File: config.mk
export PLATFORM = sky130hd
export DESIGN_NAME = swz_front
export DESIGN_NICKNAME = d
export VERILOG_FILES = /design/src/rtl/swz_pkg.sv /design/src/rtl/swz_fifo.sv /design/src/rtl/swz_front.sv
export SDC_FILE = /design/constraint.sdc
export NUM_CORES = 1
export LEC_CHECK = 0
export BUFFER_PORTS_ARGS = -buffer_cell sky130_fd_sc_hd__buf_4
export CAP_MARGIN = 10
export CORE_MARGIN = 5
export CORE_UTILIZATION = 50
export DETAILED_ROUTE_END_ITERATION = 12
export PLACE_DENSITY = 0.77
export SLEW_MARGIN = 25
export SYNTH_ARGS = -nofsm -noshare
export SYNTH_HDL_FRONTEND = slang
export SYNTH_SLANG_ARGS = --single-unit
File: constraint.sdc
create_clock -name clk -period 2.5 [get_ports clk]
set_input_delay 0.375 -clock clk [delete_from_list [all_inputs] [get_ports clk]]
set_output_delay 0.375 -clock clk [all_outputs]
set_load 0.01 [all_outputs]
File: src/rtl/swz_pkg.sv
// ----------------------------------------------------------------------------
// swz_pkg
// Shared constants, types and codes of the sliding window z-score detector.
// ----------------------------------------------------------------------------
package swz_pkg;

  localparam int WINDOW_DEF      = 50;
  localparam int CHANNELS_DEF    = 4;
  localparam int SAMPLE_BITS_DEF = 16;

  localparam int CHAN_W     = 2;
  localparam int MEAN_OUT_W = 24;
  localparam int STD_OUT_W  = 23;
  localparam int Z_W        = 16;
  localparam int CFG_W      = 16;
  localparam int CFG_IDX_W  = 4;
  localparam int FIFO_DEPTH = 2;

  localparam logic [CFG_IDX_W-1:0] CFG_Z_THRESHOLD = 4'd0;
  localparam logic [CFG_IDX_W-1:0] CFG_MIN_STD     = 4'd1;

  localparam logic [CFG_W-1:0]     Z_THRESHOLD_RST = 16'd768;
  localparam logic [CFG_W-1:0]     MIN_STD_RST     = 16'd3;
  localparam logic [STD_OUT_W-1:0] STD_MAX         = 23'h7fffff;
  localparam logic [Z_W-1:0]       Z_MAX           = 16'hffff;

  typedef enum logic [3:0] {
    ST_IDLE,
    ST_SQR,
    ST_ACC,
    ST_MUL,
    ST_MEANW,
    ST_VARS,
    ST_VARW,
    ST_SQW,
    ST_ZS,
    ST_ZW,
    ST_OUT
  } swz_state_t;

  typedef struct packed {
    logic busy;
    logic done;
  } swz_unit_stat_t;

endpackage

File: src/rtl/swz_fifo.sv
// ----------------------------------------------------------------------------
// swz_fifo
// Small register queue, used between front and back and on the result side.
// ----------------------------------------------------------------------------
module swz_fifo import swz_pkg::*; #(
  parameter int W     = 8,
  parameter int DEPTH = FIFO_DEPTH
) (
  input  logic         clk,
  input  logic         rst_n,
  input  logic         wr_en,
  input  logic [W-1:0] wr_data,
  output logic         full,
  input  logic         rd_en,
  output logic [W-1:0] rd_data,
  output logic         empty
);

  localparam int PTR_W = (DEPTH > 1) ? $clog2(DEPTH) : 1;
  localparam int CNT_W = $clog2(DEPTH + 1);

  logic [W-1:0]     mem_r [DEPTH];
  logic [PTR_W-1:0] wr_ptr_r, rd_ptr_r;
  logic [CNT_W-1:0] cnt_r;
  logic             do_wr, do_rd;

  assign full    = (cnt_r == CNT_W'(DEPTH));
  assign empty   = (cnt_r == '0);
  assign do_wr   = wr_en && !full;
  assign do_rd   = rd_en && !empty;
  assign rd_data = mem_r[rd_ptr_r];

  always_ff @(posedge clk) begin
    if (!rst_n) begin
      wr_ptr_r <= '0;
      rd_ptr_r <= '0;
      cnt_r    <= '0;
    end else begin
      if (do_wr) begin
        wr_ptr_r <= (wr_ptr_r == PTR_W'(DEPTH - 1)) ? '0 : wr_ptr_r + 1'b1;
      end
      if (do_rd) begin
        rd_ptr_r <= (rd_ptr_r == PTR_W'(DEPTH - 1)) ? '0 : rd_ptr_r + 1'b1;
      end
      if (do_wr && !do_rd) begin
        cnt_r <= cnt_r + 1'b1;
      end else if (do_rd && !do_wr) begin
        cnt_r <= cnt_r - 1'b1;
      end
    end
  end

  always_ff @(posedge clk) begin
    if (do_wr) begin
      mem_r[wr_ptr_r] <= wr_data;
    end
  end

endmodule

File: src/rtl/swz_front.sv
// ----------------------------------------------------------------------------
// swz_front
// Accepts samples, drops those of channels that do not exist, queues the rest.
// ----------------------------------------------------------------------------
module swz_front import swz_pkg::*; #(
  parameter int CHANNELS    = CHANNELS_DEF,
  parameter int SAMPLE_BITS = SAMPLE_BITS_DEF
) (
  input  logic                          clk,
  input  logic                          rst_n,
  input  logic                          push,
  output logic                          full,
  input  logic [CHAN_W-1:0]             in_channel,
  input  logic [SAMPLE_BITS-1:0]        in_sample,
  input  logic                          item_pop,
  output logic [CHAN_W+SAMPLE_BITS-1:0] item_data,
  output logic                          item_empty
);

  logic q_full, chan_ok;

  // samples of absent channels are taken and dropped
  assign chan_ok = (32'(in_channel) < CHANNELS);
  assign full    = q_full;

  swz_fifo #(
    .W     (CHAN_W + SAMPLE_BITS),
    .DEPTH (FIFO_DEPTH)
  ) u_queue (
    .clk     (clk),
    .rst_n   (rst_n),
    .wr_en   (push && chan_ok),
    .wr_data ({in_channel, in_sample}),
    .full    (q_full),
    .rd_en   (item_pop),
    .rd_data (item_data),
    .empty   (item_empty)
  );

endmodule

==> metrics.txt <==
critical path's top delay family=flip-flops; diode count=0; core area=about 3000 sq um; first-pass GRT wire length=approximately 4 mm; Nets=~150; CTS resizes=0; WL met1=921 um; crit path cell chain=buf_4, mux2_2, buf_4; # hold bufs at CTS=0; Post-DP HPWL=between 1.5 and 2 mm; Port Buf Inserts=just over 40; Critical path buffers and inverters=2; initial antenna violation count=0; Global Route Usage Sum=0.131; post-DR vias/cell=5.09; Synth Instances=81; Tcrit/Tclk final=0.818; setup TNS=0 ns; htree depth=2; Worst Path Class, Setup=reg2out; Critical Path RT=2.12 ns; post-layout min period=~2.0 ns; Syn. warnings=0; Avg WL per Cell=15.7 um; Max stage delay cell, worst path=dfxtp_1; final hold vios=0; clk sinks=41; met2 wire length=1.43 mm; Seq/Total Area, Yosys=0.772; dpl cells=~160; crit-path max FO=11; TritonCTS clock tree=done; CTS Buf Count=5; VDD IR max=0.000660 V; CP peak stage delay=approximately 0.55 ns; Worst Path Arrival=between 1.5 and 2 ns; total number of vias=approximately 830; worst-case clock buffer depth=2; max-cap violation count=0; cell taking the most area after synthesis=edfxtp_1; Clock Skews=~0.012 ns; syn avg cell area=approximately 19 sq um; Tightest Pin Transition=between 0.3 and 0.4 ns; pin count of the biggest net entering global routing=19; count of different cell masters after synthesis=21; FP Rows=20; Layout Cells excl Fill=between 150 and 200; Hold Crit Class=in2reg; share of cells above drive strength 1=0.542; Synth top area share=0.706; Rel. slew slack=0.760; DR top layer=met4; Worst Setup End Kind=output pin; routability cong.=0.695; die height=65.3 um; power per cell area=984 nW/um^2; routed wl met3=between 150 and 200 um; synth top area cells=edfxtp_1 71%, mux2_2 13%, dfxtp_1 6.5%, and2_1 1.2%, xnor2_1 1.1%; Post-CTS Setup Repair Bufs=0; vias in the first global route=878; startpoint types=register; clock-pin transition on the worst setup and hold timing paths=0.11 ns; max-slew violations=0; Post-Syn Area=around 1500 sq um; most used cell, CP=buf_4; ANT nets after route=0; Initial Utilization=0.510; initial drt markers=23; #FFs+latches synth=41; Die ar.=between 4000 and 5000 sq um; I/O pin cnt=42; gr ovfl total=0; die width=65.3 um; outcome=finished clean; DR DRC count=0; clk root buf=clkbuf_4; drt first pass iters=4; RSZ-0062 raised after global routing=false; clock latency on the worst-skew pair=between 0.3 and 0.4 ns; Highest Clock Rate=between 400 and 500 MHz; DRT Wirelength=roughly 2.6 mm; Syn-to-layout area delta=29.0%; filler cell count=~220; Finish-stage setup viols=0; leakage=0.000762 uW; syn nets=104
[per-layer routing]
layer | vias to the layer above | track usage
li1 | 404 | -
met1 | 402 | 0.129
met2 | 23 | 0.236
met3 | 5 | 0.0462
met4 | 0 | 0.0699
met5 | - | 0
[synthesized netlist by cell type, drive strengths merged]
cell and n:
o21a 1, inv 2, nand2b 1, nor2 2, o21ai 2, edfxtp 36, ha 1, or3 1
xor2 1, dfxtp 5, mux2 18, and2 3, a21boi 2, buf 2, and3 1, xnor2 2
nor3 1
[final timing paths]
path	start	to	slack (ns)	cells after the start
hold / removal	in_sample[2]	u_queue.mem_r[0][2]$_DFFE_PP_	0.21	1
setup / recovery	register	item_data[6]	0.46	3
hold reg to reg	u_queue.cnt_r[1]$_SDFFE_PN0P_	u_queue.cnt_r[1]$_SDFFE_PN0P_	0.54	2
setup reg to reg	u_queue.cnt_r[0]$_SDFFE_PN0P_	u_queue.cnt_r[1]$_SDFFE_PN0P_	0.91	6
[where the power goes]
| part | leakage (uW) | total, uW | internal [uW] | switching (uW) |
|---|---|---|---|---|
| Combinational | 0.000339 | 587 | 326 | 261 |
| Clock | 0.0000455 | 436 | 239 | 197 |
| Sequential | 0.000377 | 919 | 865 | 54.4 |
| Total | 0.000762 | 1940 | 1430 | 512 |
[cell type report]
class / instances / area (sq um) / share of cell area
clock buffers: 7 / 55.1 / 0.0279
clock inverters: 1 / 30.0 / 0.0152
inverters: 2 / 7.51 / 0.00380
multi-input cells: 36 / 329 / 0.167
flip-flops and latches: 41 / 1180 / 0.598
well taps: 33 / 41.3 / 0.0209
repair buffers: 44 / 330 / 0.167
[worst reg2reg max path, stage by stage, from the launching register on]
cell,delay (ns)
dfxtp_1,0.43
nand2b_1,0.18
inv_2,0.06
nor2_1,0.10
ha_1,0.27
or3_1,0.35
a21boi_1,0.14
[cell usage in the layout, fill, tap and decap left out, drive strengths merged]
master / instances
nor3: 1
buf: 44
clkbuf: 7
nor2: 2
xor2: 1
dfxtp: 5
xnor2: 2
and3: 1
and2: 3
nand2b: 1
bufinv: 1
o21a: 1
a21boi: 2
edfxtp: 36
inv: 2
mux2: 18
o21ai: 2
or3: 1
ha: 1
[sequential cells by signal, summed over array words and instances, names as in the netlist, named ones only]
signal / flops
u_queue.cnt_r: 2
u_queue.rd_ptr_r: 1
u_queue.wr_ptr_r: 1
u_queue.mem_r: 36
[cell families after synthesis]
family | count (synthesis) | share of synthesized area
flops | 41 | 0.772
mux | 18 | 0.132
simple gates | 9 | 0.0360
compound gates | 5 | 0.0213
buf+inv | 4 | 0.0131
xor+xnor | 3 | 0.0172
fa+ha+maj | 1 | 0.00818
[through the flow]
stage                     cell area [sq um]  setup WS, ns  utilization  hold slack [ns]  power (uW)
after floorplan                        1530         0.739            -            0.474        1270
final                                  1970         0.456        0.658            0.207        1940
after CTS                              1970         0.424        0.658            0.199        1960
after global placement                 1890         0.878        0.629            0.499        1510
after detailed placement               1890         0.816        0.629            0.522        1530
after global routing                   1970         0.340        0.658            0.189        2040
No activity file was read; power rests on OpenSTA's default activity.
