$ cat config.mk
export PLATFORM = sky130hd
export DESIGN_NAME = swz_fifo
export DESIGN_NICKNAME = d
export VERILOG_FILES = /design/src/rtl/swz_pkg.sv /design/src/rtl/swz_fifo.sv
export SDC_FILE = /design/constraint.sdc
export NUM_CORES = 1
export LEC_CHECK = 0
export ABC_AREA = 1
export BUFFER_PORTS_ARGS = -buffer_cell sky130_fd_sc_hd__clkbuf_2
export CORE_UTILIZATION = 53
export DETAILED_ROUTE_END_ITERATION = 8
export GPL_TIMING_DRIVEN = 0
export MAX_ROUTING_LAYER = met4
export PLACE_DENSITY = 0.89
export SLEW_MARGIN = 10
export SYNTH_ARGS = -nofsm -noshare
export SYNTH_HDL_FRONTEND = slang
export SYNTH_SLANG_ARGS = --single-unit
$ cat constraint.sdc
create_clock -name clk -period 1.94 [get_ports clk]
set_input_delay 0 -clock clk [delete_from_list [all_inputs] [get_ports clk]]
set_output_delay 0 -clock clk [all_outputs]
set_load 0.02 [all_outputs]
$ cat src/rtl/swz_pkg.sv
// ----------------------------------------------------------------------------
// swz_pkg
// Shared constants, types and codes of the sliding window z-score detector.
// ----------------------------------------------------------------------------
package swz_pkg;

  localparam int WINDOW_DEF      = 50;
  localparam int CHANNELS_DEF    = 4;
  localparam int SAMPLE_BITS_DEF = 16;

  localparam int CHAN_W     = 2;
  localparam int MEAN_OUT_W = 24;
  localparam int STD_OUT_W  = 23;
  localparam int Z_W        = 16;
  localparam int CFG_W      = 16;
  localparam int CFG_IDX_W  = 4;
  localparam int FIFO_DEPTH = 2;

  localparam logic [CFG_IDX_W-1:0] CFG_Z_THRESHOLD = 4'd0;
  localparam logic [CFG_IDX_W-1:0] CFG_MIN_STD     = 4'd1;

  localparam logic [CFG_W-1:0]     Z_THRESHOLD_RST = 16'd768;
  localparam logic [CFG_W-1:0]     MIN_STD_RST     = 16'd3;
  localparam logic [STD_OUT_W-1:0] STD_MAX         = 23'h7fffff;
  localparam logic [Z_W-1:0]       Z_MAX           = 16'hffff;

  typedef enum logic [3:0] {
    ST_IDLE,
    ST_SQR,
    ST_ACC,
    ST_MUL,
    ST_MEANW,
    ST_VARS,
    ST_VARW,
    ST_SQW,
    ST_ZS,
    ST_ZW,
    ST_OUT
  } swz_state_t;

  typedef struct packed {
    logic busy;
    logic done;
  } swz_unit_stat_t;

endpackage

$ cat src/rtl/swz_fifo.sv
// ----------------------------------------------------------------------------
// swz_fifo
// Small register queue, used between front and back and on the result side.
// ----------------------------------------------------------------------------
module swz_fifo import swz_pkg::*; #(
  parameter int W     = 8,
  parameter int DEPTH = FIFO_DEPTH
) (
  input  logic         clk,
  input  logic         rst_n,
  input  logic         wr_en,
  input  logic [W-1:0] wr_data,
  output logic         full,
  input  logic         rd_en,
  output logic [W-1:0] rd_data,
  output logic         empty
);

  localparam int PTR_W = (DEPTH > 1) ? $clog2(DEPTH) : 1;
  localparam int CNT_W = $clog2(DEPTH + 1);

  logic [W-1:0]     mem_r [DEPTH];
  logic [PTR_W-1:0] wr_ptr_r, rd_ptr_r;
  logic [CNT_W-1:0] cnt_r;
  logic             do_wr, do_rd;

  assign full    = (cnt_r == CNT_W'(DEPTH));
  assign empty   = (cnt_r == '0);
  assign do_wr   = wr_en && !full;
  assign do_rd   = rd_en && !empty;
  assign rd_data = mem_r[rd_ptr_r];

  always_ff @(posedge clk) begin
    if (!rst_n) begin
      wr_ptr_r <= '0;
      rd_ptr_r <= '0;
      cnt_r    <= '0;
    end else begin
      if (do_wr) begin
        wr_ptr_r <= (wr_ptr_r == PTR_W'(DEPTH - 1)) ? '0 : wr_ptr_r + 1'b1;
      end
      if (do_rd) begin
        rd_ptr_r <= (rd_ptr_r == PTR_W'(DEPTH - 1)) ? '0 : rd_ptr_r + 1'b1;
      end
      if (do_wr && !do_rd) begin
        cnt_r <= cnt_r + 1'b1;
      end else if (do_rd && !do_wr) begin
        cnt_r <= cnt_r - 1'b1;
      end
    end
  end

  always_ff @(posedge clk) begin
    if (do_wr) begin
      mem_r[wr_ptr_r] <= wr_data;
    end
  end

endmodule

==> reports/qor.yml, run 1 <==
clock_network:
  htree_levels: 1
  clkTransAtPathRegs_ns: 0.11
  cts_resized: 0
  cts_buffers: 3
  cts_tree: "built"
  clock_path_buffers: 2
  clk-insertion-delay-late_ns: 0.30
  post_cts_buffers: 0
  cts_root_buffer: "clkbuf_4"
  cts.sinks: 21
  ctsHoldBuffers: 9
routing:
  ant_nets: 0
  first_iter_violations: 14
  routed_wl_mm: 1.405
  via_per_inst: 4.866
  wl_per_cell_um: 12.54
  firstDrtPassIters: 4
  drc: 0
  vias: 545
cells_and_area:
  fin_nets: 111
  fill_cells: 82
  layout-drive-gt1-share_pct: 38.14
  syn_to_final_growth_pct: 29.33
  n_antenna_cell: 0
synthesis:
  ys_seq_area_share_pct: 70.52
  synth_fp_nets: 76
  ys_warn_count: 0
  syn_area_um2: 823.3
  synth.avg_cell_area_um2: 13.07
  synth_top_area_cell: "edfxtp_1"
  synthTopCellsByArea: "edfxtp_1, dfxtp_1, mux2_2"
  ys_seq_elements: 21
  synthCells: 63
  yosys.cell_types.count: 15
  synth_top_area_share_pct: 58.36
global_route:
  grt.overflow.total: 0
  grt_usage_pct: 20.77
  grt_max_degree: 13
  first_global_vias: 625
  antenna_found_initial: 0
  grt_pass1_wl_mm: 2.559
job:
  maxCapViolations: 0
sta:
  slew_headroom_pct: 53.47
  worst_pin_slew_ns: 0.6954
  fin_crit_sh_pct: 75.76
  setup_viol: 0
  fmax_mhz: 680.4
  slew_viol_final: 0
  finalHoldViolCount: 0
  fin_crit_ns: 1.470
  fin_skew_ns: 0.004199
  rsz0062_at_grt: "no"
  tns_ns: 0
worst_setup_path:
  arrival_ns: 1.42
  critPathBufInv: 0
  crit_slowest_cell: "nor2_1"
  slowest_delay_ns: 0.54
  cp_max_fo: 8
  crit_chain: "o21ai_2 > nor2_1"
  end_kind: "flip-flop"
  crit_required_ns: 1.89
  crit_type: "reg -> reg"
  path_delay_family: "simple AND/OR/NAND/NOR gates"
  startpoint_type: "flip-flop"
pwr:
  internal_power_uw: 825.9
  p_leak_uw: 0.0004572
  p_seq_share_pct: 48.0
  sw_frac_of_total_pct: 35.40
  p_per_area_nw_per_um2: 1201
  power_frac_comb_pct: 35.8
  p_sw_uw: 452.6
  power.total_uw: 1279
  peakVddDrop_v: 0.0009206
  power.clock.fraction_pct: 16.1
placement:
  hpwl_mm: 1.004
  gp_congestion: 0.8111
  portBuffers: 21
floorplan:
  start_util_pct: 60.26
  rows: 13
  die_w_um: 41.41
  dieArea_um2: 1715
  dieHeight_um: 41.41
  io_pins: 22
  core_um2: 1366
status:
  status: "finished clean"
hold_path:
  min_path_type: "in -> reg"
## cell usage after synthesis
library cell	count
nor2_1	10
edfxtp_1	16
inv_2	1
inv_1	8
ha_1	1
a21oi_1	1
nor2_2	1
o21ai_2	1
mux2_2	8
buf_2	1
nand2_1	6
dfxtp_1	5
nand4_1	1
o21ai_0	2
nand3_1	1
## sequential cells by signal, summed over array words and instances, names as in the netlist, named ones only
register / count
cnt_r: 2
mem_r: 16
rd_ptr_r: 1
wr_ptr_r: 1
## worst paths after layout
path	depth (start not counted)	startpoint	to	slack, ns
worst max-delay path	2	cnt_r[0]$_SDFFE_PN0P_	mem_r[1][2]$_DFFE_PP_	0.47
worst min-delay path	4	wr_en	wr_ptr_r$_SDFFE_PN0N_	0.04
worst max register to register	2	cnt_r[0]$_SDFFE_PN0P_	mem_r[1][2]$_DFFE_PP_	0.47
worst min register to register	2	wr_ptr_r$_SDFFE_PN0N_	wr_ptr_r$_SDFFE_PN0N_	0.53
## cells in the final DEF, fill, tap and decap left out
cell type / synthesis / routed
a21oi_1: 1 / 1
edfxtp_1: 16 / 16
clkbuf_2: 0 / 21
o21ai_0: 2 / 2
buf_2: 1 / 1
mux2_2: 8 / 8
o21ai_2: 1 / 1
nand2_1: 6 / 6
nand4_1: 1 / 1
nand3_1: 1 / 1
inv_2: 1 / 1
clkinv_2: 0 / 1
dfxtp_1: 5 / 5
inv_1: 8 / 8
clkbuf_4: 0 / 3
nor2_2: 1 / 1
nor2_1: 10 / 10
dlygate4sd3_1: 0 / 9
ha_1: 1 / 1
## per-layer routing
layer | GRT usage, % | part of all wire, % | routed length (µm) | up-vias
li1 | - | - | - | 280
met4 | 10.97 | 2.2 | 31 | 0
met1 | 22.35 | 42 | 586 | 229
met5 | - | 0 | 0 | -
met2 | 34.06 | 49 | 694 | 31
met3 | 6.522 | 6.5 | 92 | 5
## stage by stage
step / instances / area (µm²) / hold slack (ns) / worst slack (ns) / util [%]
floorplan: 63 / 823.3 / 0.09887 / 0.5166 / -
global placement: 99 / 947.2 / 0.1889 / 0.5271 / 69.32
detailed placement: 99 / 947.2 / 0.1931 / 0.4766 / 69.32
finish: 112 / 1065 / 0.04233 / 0.4703 / 77.93
global route: 112 / 1065 / 0.07188 / 0.3215 / 77.93
CTS: 112 / 1065 / 0.03615 / 0.4596 / 77.93
## logic make-up after synthesis
kind of cell | share of synthesized area, %
adder cells (fa/ha/maj) | 1.520
AO/OA/AOI/OAI | 2.887
multiplexers | 10.94
flip-flops | 70.52
AND/OR/NAND/NOR | 9.423
buffers and inverters | 4.710
## power by group through the flow
stage,logic (µW),clock network [µW],registers (µW)
after floorplan,326,0,612
after global placement,428,0,618
after detailed placement,445,0,623
after CTS,460,209,614
after global routing,510,227,626
final,458,206,614
## cell type report
cell class	instances	area, µm²	area share [%]
Timing Repair Buffer	30	195.2	18.33
Clock buffer	3	22.52	2.115
Clock inverter	1	5.005	0.4700
Buffer	1	5.005	0.4700
Tap cell	15	18.77	1.763
Inverter	9	33.78	3.173
Sequential cell	21	580.6	54.52
Multi-Input combinational cell	32	203.9	19.15
## worst register-to-register path, stage by stage (launching register included)
cell	delay, ns
dfxtp_1	0.45
o21ai_2	0.12
nor2_1	0.54
Power figures use the tool's default switching activity.
==> inputs of run 2 (changes only) <==
CORE_UTILIZATION = 44   (was 53)
PLACE_DENSITY = 0.8   (was 0.89)
clock period = 1.3 ns   (was 1.94 ns; I/O delays follow)
==> reports/qor.yml, run 2 (synthesis results as in run 1) <==
global_route:
  grt_max_degree: 13
  grt_usage_pct: 16.10
  grt_pass1_wl_mm: 2.242
  grt.overflow.total: 0
  antenna_found_initial: 0
  first_global_vias: 571
pwr:
  sw_frac_of_total_pct: 35.26
  peakVddDrop_v: 0.001179
  power_frac_comb_pct: 42.7
  internal_power_uw: 1391
  power.clock.fraction_pct: 13.4
  p_seq_share_pct: 43.8
  p_per_area_nw_per_um2: 1835
  p_sw_uw: 757.8
  power.total_uw: 2149
  p_leak_uw: 0.0004835
floorplan:
  start_util_pct: 47.17
  dieArea_um2: 2048
  die_w_um: 45.26
  dieHeight_um: 45.26
  io_pins: 22
  core_um2: 1745
  rows: 15
worst_setup_path:
  rr_worst_depth: 10
  cp_max_fo: 3
  crit_type: "reg -> reg"
  crit_chain: "buf_6 > nor2_4 > nor2_2 > inv_2 > ha_4 > inv_4 > nand3_2 > nand2_1 > inv_1 > nor2_1"
  critPathBufInv: 4
  end_kind: "flip-flop"
  crit_slowest_cell: "dfxtp_2"
  r2r-end: "cnt_r[1]$_SDFFE_PN0P_"
  crit_required_ns: 1.50
  arrival_ns: 1.50
  path_delay_family: "flip-flops"
  slowest_delay_ns: 0.36
  startpoint_type: "flip-flop"
  r2r_slack_ns: 0.004
  r2r-start: "cnt_r[1]$_SDFFE_PN0P_"
cells_and_area:
  syn_to_final_growth_pct: 42.25
  layout.cells.non_filler: 126
  n_antenna_cell: 0
  final_cell_mix: "clkbuf_2, edfxtp_1, dlygate4sd3_1, mux2_2, nor2_1"
  largest_reg_flops: 16
  layout-drive-gt1-share_pct: 52.48
  fin_nets: 115
  top_register: "mem_r"
  top_regs: "mem_r: 16 flops, cnt_r: 2 flops"
  final_common_cell: "clkbuf_2"
job:
  maxCapViolations: 0
sta:
  fin_crit_ns: 1.296
  rsz0062_at_grt: "yes"
  slew_headroom_pct: 83.35
  setup_viol: 0
  slew_viol_final: 0
  fin_skew_ns: 0.008303
  fin_crit_sh_pct: 99.66
  finalHoldViolCount: 0
  worst_pin_slew_ns: 0.2492
  setup_ws_ns: 0.004426
  fmax_mhz: 771.9
placement:
  hpwl_um: 960
  gp_congestion: 0.7442
  portBuffers: 21
  dp_cells: 109
  post-place-ws_ns: -0.1266
routing:
  via_per_inst: 4.548
  ant_nets: 0
  routed_wl_mm: 1.464
  wl_per_cell_um: 11.62
  first_iter_violations: 5
  drc: 0
  firstDrtPassIters: 4
  vias: 573
hold_path:
  min_path_type: "in -> reg"
  hold_depth: 4
  min_from: "wr_en"
  hold-path-endpoint: "wr_ptr_r$_SDFFE_PN0N_"
clock_network:
  cts_tree: "built"
  cts_root_buffer: "clkbuf_4"
  clock_path_buffers: 2
  cts_buffers: 3
  cts.sinks: 21
  clkTransAtPathRegs_ns: 0.11
  clk-insertion-delay-late_ns: 0.29
  htree_levels: 1
status:
  status: "finished clean"
-- run 2: cell types whose count changed in the layout (fill, tap and decap cells not counted), moves of 2 or more --
cell	before	now
inv_1	8	4
buf_4	0	3
dfxtp_1	5	2
dfxtp_2	0	3
inv_2	1	4
nor2_1	10	7
nor2_4	0	3
buf_6	0	2
-- run 2: how the worst max path moves through the flow --
stage,from,endpoint,slack (ns),cells after the start
final,cnt_r[1]$_SDFFE_PN0P_,cnt_r[1]$_SDFFE_PN0P_,0.004,10
after global routing,cnt_r[0]$_SDFFE_PN0P_,cnt_r[1]$_SDFFE_PN0P_,-0.07,9
after CTS,cnt_r[1]$_SDFFE_PN0P_,mem_r[1][1]$_DFFE_PP_,-0.13,3
after detailed placement,cnt_r[1]$_SDFFE_PN0P_,cnt_r[1]$_SDFFE_PN0P_,-0.13,9
after global placement,cnt_r[1]$_SDFFE_PN0P_,mem_r[1][0]$_DFFE_PP_,-0.09,3
after floorplan,cnt_r[1]$_SDFFE_PN0P_,cnt_r[1]$_SDFFE_PN0P_,0.02,9
-- run 2: stage by stage --
step | area (µm²) | hold slack, ns | setup TNS [ns] | utilization, %
4_1_cts | 1105 | 0.06148 | -2.092 | 63.30
2_1_floorplan | 827.0 | 0.09887 | 0 | -
3_3_place_gp | 963.4 | 0.1902 | -1.470 | 55.20
3_5_place_dp | 963.4 | 0.1931 | -2.191 | 55.20
6_report | 1171 | 0.06118 | 0 | 67.10
5_1_grt | 1171 | 0.1020 | -0.06807 | 67.10
-- run 2: metal layers --
layer	routed length (µm)	share of wire, %	up-vias	global-route usage [%]
met5	0	0	-	-
met4	6	0.41	0	3.636
met3	68	4.6	2	3.600
met2	855	58	17	31.01
met1	533	36	264	16.19
li1	-	-	290	-
-- run 2: power by group through the flow --
stage                     sequential (µW)  clock [µW]  combinational, µW
after floorplan                       922           0                491
after global placement                928           0                640
after detailed placement              939           0                666
after CTS                             921         295                756
after global routing                  957         321               1010
final                                 942         289                918
-- run 2: area by class of cell --
class / instances / area (µm²)
Timing Repair Buffer: 34 / 229.0
Buffer: 1 / 11.26
Tap cell: 25 / 31.28
Inverter: 9 / 36.28
Multi-Input combinational cell: 32 / 251.5
Fill cell: 151 / 574.3
Sequential cell: 21 / 584.3
Clock inverter: 1 / 5.005
Clock buffer: 3 / 22.52
-- run 2: what timing repair did --
item	4_1_cts	5_1_grt
endpoints found under the setup margin	26	26
buffers inserted	1	3
pin swaps	1	6
hold endpoints to repair	21	0
cloned	0	0
resized for setup	5	15
hold buffers	9	0
-- run 2: worst register-to-register path, delay by kind of cell (launching register included) --
kind	cells	cell delay [ns]
DFF	1	0.36
and+or+nand+nor	5	0.31
adders and majority gates	1	0.29
buffers and inverters	4	0.26
==> inputs of run 3 (changes only) <==
--- a/config.mk
+++ b/config.mk
@@ -12,3 +12,2 @@
 export GPL_TIMING_DRIVEN = 0
-export MAX_ROUTING_LAYER = met4
 export PLACE_DENSITY = 0.8
==> constraint.sdc (replaced) <==
create_clock -name clk -period 1.3 [get_ports clk]
set_input_delay 0.13 -clock clk [delete_from_list [all_inputs] [get_ports clk]]
set_output_delay 0.13 -clock clk [all_outputs]
set_load 0.02 [all_outputs]
==> reports/qor.yml, run 3 (synthesis results as in run 1) <==
status:
  status: "finished, violations left"
  failed_checks: "setup timing"
routing:
  vias: 539
  via_per_inst: 4.647
  drc: 0
  ant_nets: 0
  firstDrtPassIters: 4
  routed_wl_mm: 1.468
  first_iter_violations: 13
  wl_per_cell_um: 12.66
cells_and_area:
  largest_reg_flops: 16
  top_regs: "mem_r: 16 flops, cnt_r: 2 flops"
  syn_to_final_growth_pct: 43.46
  top_register: "mem_r"
  fin_nets: 105
  final_util_pct: 67.67
  final_common_cell: "edfxtp_1"
  fill_cells: 140
  layout-drive-gt1-share_pct: 57.14
  n_antenna_cell: 0
  final_cell_mix: "edfxtp_1, clkbuf_2, buf_8, mux2_4, nor2_1"
  layout.cells.non_filler: 116
global_route:
  grt.overflow.total: 0
  grt_max_degree: 13
  grt_pass1_wl_mm: 2.201
  grt_usage_pct: 15.27
  first_global_vias: 529
  antenna_found_initial: 0
sta:
  fin_crit_ns: 1.361
  setup_ws_ns: -0.06098
  fin_skew_ns: 0.005091
  setup_viol: 8
  slew_headroom_pct: 72.96
  fmax_mhz: 734.8
  fin_crit_sh_pct: 104.7
  tns_ns: -0.4149
  slew_viol_final: 0
  worst_pin_slew_ns: 0.4052
  finalHoldViolCount: 0
  rsz0062_at_grt: "yes"
floorplan:
  dieHeight_um: 45.26
  die_w_um: 45.26
  io_pins: 22
  core_um2: 1745
  dieArea_um2: 2048
  start_util_pct: 47.17
  rows: 15
placement:
  portBuffers: 21
  hpwl_um: 960
  gp_congestion: 0.7351
  dp_cells: 109
  post-place-ws_ns: -0.1266
clock_network:
  cts_root_buffer: "clkbuf_4"
  cts_buffers: 3
  cts.sinks: 21
  clock_path_buffers: 2
  clkTransAtPathRegs_ns: 0.11
  clk-insertion-delay-late_ns: 0.29
  ctsHoldBuffers: 0
  htree_levels: 1
  cts_tree: "built"
worst_setup_path:
  crit_type: "reg -> out"
  crit_chain: "buf_8 > mux2_4 > buf_8"
  startpoint_type: "flip-flop"
  critPathBufInv: 2
  crit_slowest_cell: "dfxtp_2"
  path_delay_family: "flip-flops"
  cpMostUsedCell: "buf_8"
  crit_required_ns: 1.17
  end_kind: "primary output"
  slowest_delay_ns: 0.35
  arrival_ns: 1.23
  cp_max_fo: 8
pwr:
  p_leak_uw: 0.0004957
  power.total_uw: 2327
  p_per_area_nw_per_um2: 1970
  peakVddDrop_v: 0.001064
hold_path:
  min_path_type: "in -> reg"
job:
  maxCapViolations: 0
[run 3: changes by cell type in the layout (fill, tap and decap cells not counted), moves of 7 or more]
| cell | previous run | this run |
|---|---|---|
| mux2_2 | 8 | 0 |
| buf_8 | 0 | 8 |
| dlygate4sd3_1 | 9 | 0 |
| clkbuf_2 | 20 | 13 |
| mux2_4 | 0 | 8 |
[run 3: metal layers]
metal | vias up | share of wire [%] | wire length [µm] | GRT usage (%)
met4 | 0 | 0.68 | 10 | 3.636
met3 | 2 | 5.2 | 76 | 4.800
met2 | 17 | 56 | 827 | 28.99
li1 | 268 | - | - | -
met5 | - | 0 | 0 | 0
met1 | 252 | 38 | 553 | 16.15
[run 3: power breakdown]
| group | switching [µW] | internal [µW] |
|---|---|---|
| registers | 86.1 | 871 |
| clock network | 179 | 114 |
| logic | 530 | 547 |
[run 3: cell type report]
class                      count  area (µm²)  area share (%)
sequential                    21       586.8           49.68
multi-input combinational     32       276.5           23.41
timing repair buffer          24       207.7           17.58
inverter                       9       36.28           3.072
tap                           25       31.28           2.648
clock buffer                   3       22.52           1.907
buffer                         1       15.01           1.271
clock inverter                 1       5.005          0.4237
[run 3: final timing paths]
check / start / endpoint / slack (ns) / cells past startpoint
hold reg to reg: rd_ptr_r$_SDFFE_PN0P_ / flip-flop / 0.52 / 2
setup / recovery: flip-flop / rd_data[7] / -0.06 / 3
setup reg to reg: cnt_r[1]$_SDFFE_PN0P_ / cnt_r[1]$_SDFFE_PN0P_ / 0.01 / 9
hold / removal: wr_data[3] / mem_r[0][3]$_DFFE_PP_ / 0.02 / 1
[run 3: timing repair]
action | CTS | global route
hold endpoints to repair | 0 | 0
setup buffers | 1 | 2
pin swaps | 2 | 5
gates resized for setup | 33 | 17
setup endpoints to repair | 26 | 10
[run 3: worst register-to-register path: cells and delay by family, from the launching register on]
kind,cells,cell delay [ns]
and+or+nand+nor,3,0.20
adders and majority gates,1,0.25
AOI/OAI and AO/OA,1,0.17
buffers and inverters,4,0.21
DFF,1,0.38
[run 3: metrics by stage]
stage                     hold slack [ns]  instance area (µm²)
after global routing             0.008788                 1181
after floorplan                    0.2289                827.0
after CTS                         0.01876                 1134
final                             0.02297                 1181
after global placement             0.3202                963.4
after detailed placement           0.3231                963.4
